[config.mk]
export PLATFORM = sky130hd
export DESIGN_NAME = mwnc_div
export DESIGN_NICKNAME = d
export VERILOG_FILES = /design/src/rtl/core/mwnc_div.sv
export SDC_FILE = /design/constraint.sdc
export NUM_CORES = 1
export LEC_CHECK = 0
export ABC_CLOCK_PERIOD_IN_PS = 2200
export BUFFER_PORTS_ARGS = -buffer_cell sky130_fd_sc_hd__buf_2
export CORE_UTILIZATION = 49
export CTS_BUF_LIST = sky130_fd_sc_hd__clkbuf_4 sky130_fd_sc_hd__clkbuf_8
export DETAILED_ROUTE_END_ITERATION = 12
export GPL_ROUTABILITY_DRIVEN = 1
export PLACE_DENSITY = 0.81
export SKIP_CTS_REPAIR_TIMING = 1
export SLEW_MARGIN = 40
export SYNTH_ARGS = -nofsm -noshare
export SYNTH_HDL_FRONTEND = slang
export SYNTH_SLANG_ARGS = --single-unit
[constraint.sdc]
create_clock -name clock -period 2.2 [get_ports clock]
set_input_delay 0 -clock clock [delete_from_list [all_inputs] [get_ports clock]]
set_output_delay 0 -clock clock [all_outputs]
set_load 0.05 [all_outputs]
[src/rtl/core/mwnc_div.sv]
module mwnc_div #(
   parameter int DVD_W = 25,
   parameter int DSR_W = 7
) (
   input  logic             clock,
   input  logic             reset,
   input  logic             start,
   input  logic [DVD_W-1:0] dividend,
   input  logic [DSR_W-1:0] divisor,
   output logic             done,
   output logic [DVD_W-1:0] quotient
);

   localparam int CNT_W = $clog2(DVD_W);

   logic [DVD_W-1:0] q_ff;
   logic [DSR_W-1:0] rem_ff;
   logic [CNT_W-1:0] cnt_ff;
   logic             busy_ff;
   logic             done_ff;
   logic [DSR_W:0]   rem_sh;
   logic [DSR_W:0]   rem_sub;
   logic             fits;

   // shift in the next dividend bit and try a subtract
   always_comb begin
      rem_sh  = {rem_ff, q_ff[DVD_W-1]};
      fits    = (rem_sh >= {1'b0, divisor});
      rem_sub = rem_sh - {1'b0, divisor};
   end

   // sequence control
   always_ff @(posedge clock) begin
      if (reset) begin
         busy_ff <= 1'b0;
         done_ff <= 1'b0;
         cnt_ff  <= '0;
      end else begin
         done_ff <= 1'b0;
         if (start) begin
            busy_ff <= 1'b1;
            cnt_ff  <= '0;
         end else if (busy_ff) begin
            cnt_ff <= cnt_ff + 1'b1;
            if (cnt_ff == CNT_W'(DVD_W - 1)) begin
               busy_ff <= 1'b0;
               done_ff <= 1'b1;
            end
         end
      end
   end

   // one quotient bit per cycle, dividend shifts out as quotient shifts in
   always_ff @(posedge clock) begin
      if (start) begin
         q_ff   <= dividend;
         rem_ff <= '0;
      end else if (busy_ff) begin
         q_ff   <= {q_ff[DVD_W-2:0], fits};
         rem_ff <= fits ? rem_sub[DSR_W-1:0] : rem_sh[DSR_W-1:0];
      end
   end

   assign done     = done_ff;
   assign quotient = q_ff;

endmodule

==> summary.md <==
| Metric | Value |
|---|---|
| RSZ-0062 raised after global routing | false |
| Layout Cells excl Fill | 300 |
| Ys async rst share | 0 |
| Core area | 4120 um2 |
| CTS Buffer Depth | 2 |
| Die Footprint | 4650 um2 |
| Gate count of the mapped netlist | 187 |
| Clock Tree Root | clkbuf_8 |
| Register Area | 1030 um2 |
| Layout Area Growth over Synthesis | 22.2% |
| Fill cells | 325 |
| DRT Pass-1 Iters | 4 |
| Final Hold Violating Endpoints | 0 |
| Post-route minimum period | 2090 ps |
| Kind of critical path | flop to flop |
| IO Pins | 61 |
| Row count | 23 |
| Cell Pwr Density | 720 nW/um2 |
| Sequential area share after synthesis | 0.480 |
| Setup crit start | quotient[24]$_DFFE_PP_ |
| Period utilization | 0.948 |
| First-pass GRT wire length | 6740 um |
| Initial Util | 0.521 |
| Setup ws final | 114 ps |
| Final setup violation count | 0 |
| Worst path required time | 2400 ps |
| Multi-input logic area | 1030 um2 |
| Startpoint types | flop |
| Maxcap violations | 0 |
| WL/cell | 14.9 um |
| CTS H-tree depth | 2 |
| Vias in the first global route | 1,537 |
| ANT nets after route | 0 |
| CTS Buf Count | 5 |
| Largest net degree at the start of global routing | 26 |
| R2r startpoint | quotient[24]$_DFFE_PP_ |
| Clock skew | 3.40 ps |
| Crit end category | flop |
| Layout cells sized above 1 | 0.432 |
| Clk sink count | 39 |
| Nets | 294 |
| Total number of vias | 1,649 |
| Rel. slew slack | 0.604 |
| Worst path arrival time | 2280 ps |
| Worst-Margin Slew | 594 ps |
| Initial antenna violation count | 0 |
| Synth unique cells | 49 |
| Pre-CTS setup slack | 141 ps |
| Slew Limit Fails | 0 |
| Clock transition at the registers of the reported paths | 80 ps |
| Die W | 68.2 um |
| Hold Path Class | input port to flop |
| Top_reg_cell synth | edfxtp_1 |
| Placed Instances | 289 |
| Global route total overflow | 0 |
| ANT cells | 0 |
| Detailed Route Iter0 Violations | 106 |
| Finished Cell Area | 2620 um2 |
| Port Buf Inserts | 60 |
| Yosys reg bits | 39 |
| WL final | 4480 um |
| HP Start | dividend[4] |
| Setup TNS | 0 ps |
| Total track usage | 0.201 |
| Placed Area | 2500 um2 |
| Number of synthesis warnings | 0 |
| CTS tree | yes |
| Fmax | 479 MHz |
| EDFF count, synth | 25 |
| Later-pin clock latency in the skew report | 290 ps |
| Max FO, Critical Path | 9 |
| Die height | 68.2 um |
| Routability congestion estimate | 0.764 |
| Avg Inst Size Synth | 11.5 um2 |
| Detailed Place HPWL | 3210 um |
| # DRC | 0 |
| Routed vias/inst | 5.50 |
| Status | complete, no violations |
| Max IR drop VDD | 489 uV |
| Synthesized net count | 232 |
| Synthesized area | 2150 um2 |
| LEAKAGE | 1.09 nW |
[routing by layer]
| metal | track usage | up-vias | part of all wire |
|---|---|---|---|
| met1 | 0.256 | 787 | 0.42 |
| met5 | 0 | - | 0 |
| met4 | 0.0677 | 0 | 0.011 |
| met2 | 0.325 | 37 | 0.53 |
| met3 | 0.0567 | 7 | 0.040 |
| li1 | - | 818 | - |
[cells in the mapped netlist, types with 2 or more instances]
| library cell | count | area, um2 |
|---|---|---|
| a211oi_1 | 2 | 15.0 |
| a21oi_1 | 2 | 10.0 |
| a311oi_2 | 2 | 30.0 |
| a41oi_1 | 4 | 35.0 |
| buf_1 | 2 | 7.51 |
| buf_6 | 2 | 22.5 |
| clkbuf_1 | 6 | 22.5 |
| dfxtp_1 | 14 | 280 |
| edfxtp_1 | 25 | 751 |
| ha_1 | 9 | 113 |
| inv_1 | 14 | 52.6 |
| mux2_2 | 24 | 270 |
| mux2i_1 | 2 | 20.0 |
| nand2_1 | 7 | 26.3 |
| nand2b_1 | 4 | 25.0 |
| nand3b_1 | 2 | 15.0 |
| nand4_1 | 4 | 25.0 |
| nor2_1 | 14 | 52.6 |
| nor3_1 | 2 | 10.0 |
| nor3b_1 | 4 | 30.0 |
| o211ai_1 | 2 | 15.0 |
| o21ai_0 | 4 | 20.0 |
| o21bai_1 | 2 | 15.0 |
| o31ai_1 | 2 | 15.0 |
| or2_2 | 3 | 18.8 |
| xnor2_1 | 4 | 35.0 |
| xor2_1 | 3 | 26.3 |
[flip-flops by register name, indices dropped and copies added, names as in the netlist]
name / flops
quotient: 25
rem_ff: 7
cnt_ff: 5
busy_ff: 1
done: 1
[critical path, cell delays in order (launching register included)]
cell and delay, ps:
edfxtp_1 360, inv_2 60, ha_4 160, fa_2 340
nand2b_4 160, a211o_1 380, and3_4 270, a311oi_2 270
[placed cells by master, fill, tap and decap left out, types with 3 or more instances in the layout]
master	Yosys	layout
dfxtp_1	14	14
edfxtp_1	25	25
nor3b_1	4	4
buf_4	0	3
nand2_1	7	7
ha_1	9	8
clkbuf_8	0	6
or2_2	3	3
dlygate4sd3_1	0	3
xor2_1	3	3
a41oi_1	4	4
buf_2	1	60
nor2_1	14	14
nand4_1	4	4
nand2b_1	4	4
xnor2_1	4	4
mux2_2	24	24
inv_1	14	13
[path summary, 6_finish.rpt]
path	endpoint	slack (ps)	cells past startpoint
setup reg to reg	rem_ff[2]$_SDFFE_PP0P_	110	7
hold / removal	quotient[4]$_DFFE_PP_	10	2
hold reg to reg	done$_SDFF_PP0_	540	2
setup / recovery	rem_ff[2]$_SDFFE_PP0P_	110	7
[cells by family (layout without fill, tap and decap cells)]
kind of cell,after synthesis,after routing,synth area share
adder cells (fa/ha/maj),10,10,0.0618
XOR/XNOR,7,7,0.0286
multiplexers,26,26,0.135
buffers and inverters,25,88,0.0513
flip-flops,39,39,0.480
AND/OR/NAND/NOR,48,48,0.120
AO/OA/AOI/OAI,32,32,0.122
[where the power goes]
part	internal, W	leakage (nW)	switching [W]
combinational	0.000175	0.675	0.000334
sequential	0.000853	0.366	0.0000328
clock	0.000250	0.0449	0.000245
[layout make-up]
cell class,count,area share
flip-flops and latches,39,0.393
multi-input cells,123,0.393
repair buffers,66,0.135
clock buffers,6,0.0315
well taps,50,0.0239
inverters,14,0.0200
clock inverters,2,0.00429
[metrics by stage]
stage	hold slack (ps)	util	total power (W)
6_report	11.3	0.637	0.00189
5_1_grt	4.32	0.637	0.00197
4_1_cts	-138	0.630	0.00190
3_5_place_dp	174	0.607	0.00140
3_3_place_gp	180	0.607	0.00139
2_1_floorplan	72.4	-	0.00128
(Power assumes the default switching activity.)
