[src/rtl/core/mwnc_sqrt.sv]
module mwnc_sqrt #(
   parameter int RAD_W = 36
) (
   input  logic               clock,
   input  logic               reset,
   input  logic               start,
   input  logic [RAD_W-1:0]   radicand,
   output logic               done,
   output logic [RAD_W/2-1:0] root
);

   localparam int ROOT_W = RAD_W / 2;
   localparam int CNT_W  = $clog2(ROOT_W);
   localparam int REM_W  = ROOT_W + 2;
   localparam int TRY_W  = REM_W + 2;

   logic [RAD_W-1:0]  rad_ff;
   logic [REM_W-1:0]  rem_ff;
   logic [ROOT_W-1:0] root_ff;
   logic [CNT_W-1:0]  cnt_ff;
   logic              busy_ff;
   logic              done_ff;
   logic [TRY_W-1:0]  rem_sh;
   logic [TRY_W-1:0]  trial;
   logic [TRY_W-1:0]  rem_sub;
   logic              fits;

   // bring down two radicand bits and try the next root bit
   always_comb begin
      rem_sh  = {rem_ff, rad_ff[RAD_W-1 -: 2]};
      trial   = {{(TRY_W-ROOT_W-2){1'b0}}, root_ff, 2'b01};
      fits    = (rem_sh >= trial);
      rem_sub = rem_sh - trial;
   end

   // sequence control
   always_ff @(posedge clock) begin
      if (reset) begin
         busy_ff <= 1'b0;
         done_ff <= 1'b0;
         cnt_ff  <= '0;
      end else begin
         done_ff <= 1'b0;
         if (start) begin
            busy_ff <= 1'b1;
            cnt_ff  <= '0;
         end else if (busy_ff) begin
            cnt_ff <= cnt_ff + 1'b1;
            if (cnt_ff == CNT_W'(ROOT_W - 1)) begin
               busy_ff <= 1'b0;
               done_ff <= 1'b1;
            end
         end
      end
   end

   // one root bit per cycle
   always_ff @(posedge clock) begin
      if (start) begin
         rad_ff  <= radicand;
         rem_ff  <= '0;
         root_ff <= '0;
      end else if (busy_ff) begin
         rad_ff  <= rad_ff << 2;
         rem_ff  <= fits ? rem_sub[REM_W-1:0] : rem_sh[REM_W-1:0];
         root_ff <= {root_ff[ROOT_W-2:0], fits};
      end
   end

   assign done = done_ff;
   assign root = root_ff;

endmodule

[config.mk]
export PLATFORM = sky130hd
export DESIGN_NAME = mwnc_sqrt
export DESIGN_NICKNAME = d
export VERILOG_FILES = /design/src/rtl/core/mwnc_sqrt.sv
export SDC_FILE = /design/constraint.sdc
export NUM_CORES = 1
export LEC_CHECK = 0
export ABC_AREA = 1
export BUFFER_PORTS_ARGS = -buffer_cell sky130_fd_sc_hd__buf_2
export CORE_ASPECT_RATIO = 0.8
export CORE_UTILIZATION = 35
export CTS_CLUSTER_SIZE = 20
export DETAILED_ROUTE_END_ITERATION = 12
export PLACE_DENSITY = 0.55
export SLEW_MARGIN = 10
export SYNTH_ARGS = -nofsm -noshare
export SYNTH_HDL_FRONTEND = slang
export SYNTH_SLANG_ARGS = --single-unit
[constraint.sdc]
create_clock -name clock -period 2.9 [get_ports clock]
set_input_delay 0.145 -clock clock [delete_from_list [all_inputs] [get_ports clock]]
set_output_delay 0.145 -clock clock [all_outputs]
set_load 0.01 [all_outputs]
==> metrics.md <==
| Metric | Value |
|---|---|
| VDD IR-drop max | `0.562 mV` |
| Most used DFF post-synth | `dfxtp_1` |
| Power density cells | `1220 nW/µm²` |
| Worst-path cell chain | `inv_1 > ha_1 > nand2_1 > inv_2 > nand3_1 > nand3_1 > nand2_1 > nand2_2 > nand2_4 > nand2_8 > nand2_2 > nor2_1 > nor3_1` |
| Mapped Nets | `693` |
| Arr. time, crit path | `2.56 ns` |
| Status | `finished, final reports clean` |
| Async SR Flop Fraction | `0%` |
| Worst hold path type | `input port to flip-flop` |
| Clk root buf | `clkbuf_16` |
| DP Cell Count | `852` |
| Die Wd | `131 µm` |
| Initial Util | `roughly 36%` |
| Fin crit share | `80.5%` |
| DR DRC count | `0` |
| Clock sinks | `81` |
| Tightest Pin Transition | `roughly 0.67 ns` |
| I/O pin count | `58` |
| Setup TNS | `0 ns` |
| Placeable Area | `roughly 13000 µm²` |
| CP required | `approximately 3.1 ns` |
| Total gr overflow | `0` |
| CTS Buffer Depth | `2` |
| Syn. warnings | `0` |
| Port buffer count | `57` |
| Row count | `37` |
| Clk_lat worst skew | `0.34 ns` |
| Post-synth EDFFs | `36` |
| Vias in the first global route | `around 4000` |
| Slew headroom | `55.0%` |
| CTS hold repair buffers | `0` |
| Final WL | `roughly 11 mm` |
| Synthesized area | `4630 µm²` |
| Largest family of logic cells by synthesized area | `simple AND/OR/NAND/NOR gates` |
| Via Count | `~4100` |
| CP max FO | `28` |
| Most common cell after layout, fill and taps aside | `nand2_1` |
| Antenna fix cells | `0` |
| Maximum number of pins on one net before global-route repair | `43` |
| Vias per std cell | `4.75` |
| Worst path buffer plus inverter count | `2` |
| H-Tree Level Count | `3` |
| Area Growth Syn to Fin | `16.3%` |
| Max-cap violation count | `0` |
| Worst path max stage delay | `0.39 ns` |
| Setup Fix Bufs, Post-CTS | `0` |
| Minimum clock period | `2.33 ns` |
| Num CTS Buffers | `9` |
| Initial DRC count | `322` |
| Share of cells above drive strength 1 | `16.0%` |
| Synth Area in Simple Gates | `32.8%` |
| Max stage delay cell, worst path | `dfxtp_1` |
| Clock skew | `between 0.009 and 0.01 ns` |
| Total GRT Usage | `18.0%` |
| Chip height | `105 µm` |
| Resized Gates After CTS | `0` |
| Setup-failing EPs final | `0` |
| Setup CP Type | `flip-flop to flip-flop` |
| Die area | `13700 µm²` |
| Sequential share of the synthesized area | `between 40% and 50%` |
| Syn Area/Cell | `7.33 µm²` |
| Post-DP HPWL | `8.46 mm` |
| Most frequent cells in the layout | `nand2_1, inv_1, buf_2` |
| ANT nets after route | `0` |
| Fill cells | `roughly 1400` |
| Clk slew on worst S/H paths | `0.07 ns` |
| Post-synthesis compound-gate area fraction | `between 7 and 8%` |
| RePlAce Congestion | `0.913` |
| Synth unique cells | `38` |
| First-pass GRT wire length | `approximately 19 mm` |
| Area share of xor/xnor cells in the synthesized design | `roughly 1.5%` |
| Initial DRT Pass Iterations | `5` |
| CP delay by family, top | `simple AND/OR/NAND/NOR gates` |
| Crit path launch type | `flip-flop` |
| WL/cell | `~13 µm` |
| Syn Inst Count | `632` |
| RSZ-0062 raised after global routing | `no` |
| Initial antenna violation count | `0` |
| CP endpoint kind | `flip-flop` |
| Post-Synth Adder-Cell Area | `5.94%` |
| Non-filler cells, final | `between 800 and 900` |
| Proportion of synthesized area in mux cells | `0%` |
| Hold Fails Final Rpt | `0` |
| Max Freq | `428 MHz` |
| CTS tree | `done` |
| Final Max Slew Viols | `0` |
| Seq cells post-synth | `81` |
| Final nets | `749` |
| LEAKAGE | `2.75 nW` |
==> stage by stage <==
step / hold slack, ns / total power, W / util [%] / cell area [µm²] / setup slack [ns]
after detailed placement: 0.406 / 0.00534 / 39.5 / 5090 / 0.582
after global routing: 0.0674 / 0.00719 / 41.9 / 5390 / 0.334
after CTS: 0.0453 / 0.00656 / 41.9 / 5390 / 0.559
final: 0.0551 / 0.00658 / 41.9 / 5390 / 0.566
after floorplan: 0.318 / 0.00463 / - / 4630 / 0.618
after global placement: 0.403 / 0.00532 / 39.5 / 5090 / 0.586
==> worst paths after layout <==
check                           depth (start not counted)               startpoint  slack (ns)                       to
worst max-delay path                                   13     root[0]$_SDFFE_PP0P_        0.57   rem_ff[0]$_SDFFE_PP0P_
worst min-delay path                                    3              radicand[1]        0.06  rad_ff[1]$_SDFFCE_PN0P_
worst max register to register                         13     root[0]$_SDFFE_PP0P_        0.57   rem_ff[0]$_SDFFE_PP0P_
worst min register to register                          2  rem_ff[19]$_SDFFE_PP0P_        0.46  rem_ff[19]$_SDFFE_PP0P_
==> registers in the layout (all words and copies together), names as in the netlist <==
| signal | cells |
|---|---|
| done | 1 |
| cnt_ff | 5 |
| rem_ff | 20 |
| rad_ff | 36 |
| busy_ff | 1 |
| root | 18 |
==> routing by layer <==
metal	vias to the layer above	track usage [%]	part of all wire, %	wire [µm]
met4	0	5.42	1.7	195
li1	2138	-	-	-
met5	-	0	0	0
met3	13	3.99	4.4	502
met1	1873	26.4	51	5840
met2	97	26.1	42	4810
==> logic make-up (layout without fill, tap and decap cells) <==
family / Yosys count / after routing
AND/OR/NAND/NOR: 356 / 356
AO/OA/AOI/OAI: 60 / 60
adder cells (fa/ha/maj): 22 / 22
XOR/XNOR: 8 / 8
buffers and inverters: 105 / 166
flip-flops: 81 / 81
==> power by group <==
group / switching [W] / total, W / internal, W
Clock: 0.000506 / 0.00118 / 0.000679
Sequential: 0.000125 / 0.00150 / 0.00137
Combinational: 0.00263 / 0.00389 / 0.00126
==> layout make-up <==
class | count | area, µm² | share of cell area, %
flip-flops and latches | 81 | 1980 | 36.8
clock buffers | 9 | 225 | 4.18
repair buffers | 63 | 330 | 6.13
multi-input cells | 446 | 2230 | 41.4
well taps | 175 | 219 | 4.06
inverters | 87 | 327 | 6.06
clock inverters | 7 | 76.3 | 1.42
==> tightest hold or removal path, stage by stage <==
cell and delay (ns):
buf_2 0.07, nand2_1 0.04, inv_1 0.04
==> Yosys cell counts, types with 2 or more instances <==
library cell | count | area (µm²)
nor3_2 | 2 | 20.0
nor2_2 | 2 | 12.5
nor2_1 | 39 | 146
o21ai_1 | 5 | 25.0
nor3b_1 | 2 | 15.0
nand2_2 | 6 | 37.5
nand2_1 | 244 | 916
edfxtp_1 | 36 | 1080
a21oi_1 | 15 | 75.1
a21oi_2 | 6 | 52.6
xnor2_1 | 4 | 35.0
inv_1 | 75 | 282
nand3_2 | 2 | 20.0
clkbuf_1 | 12 | 45.0
o211ai_1 | 4 | 30.0
o21bai_1 | 2 | 15.0
inv_2 | 11 | 41.3
nand3_1 | 32 | 160
o21ai_0 | 9 | 45.0
nand3b_1 | 4 | 30.0
nor3_1 | 5 | 25.0
dfxtp_1 | 45 | 901
ha_1 | 22 | 275
xor2_1 | 4 | 35.0
nand4_1 | 13 | 81.3
buf_2 | 2 | 10.0
o22ai_1 | 17 | 106
a211oi_1 | 2 | 15.0
Note: power is estimated with default switching activity, not from simulation.
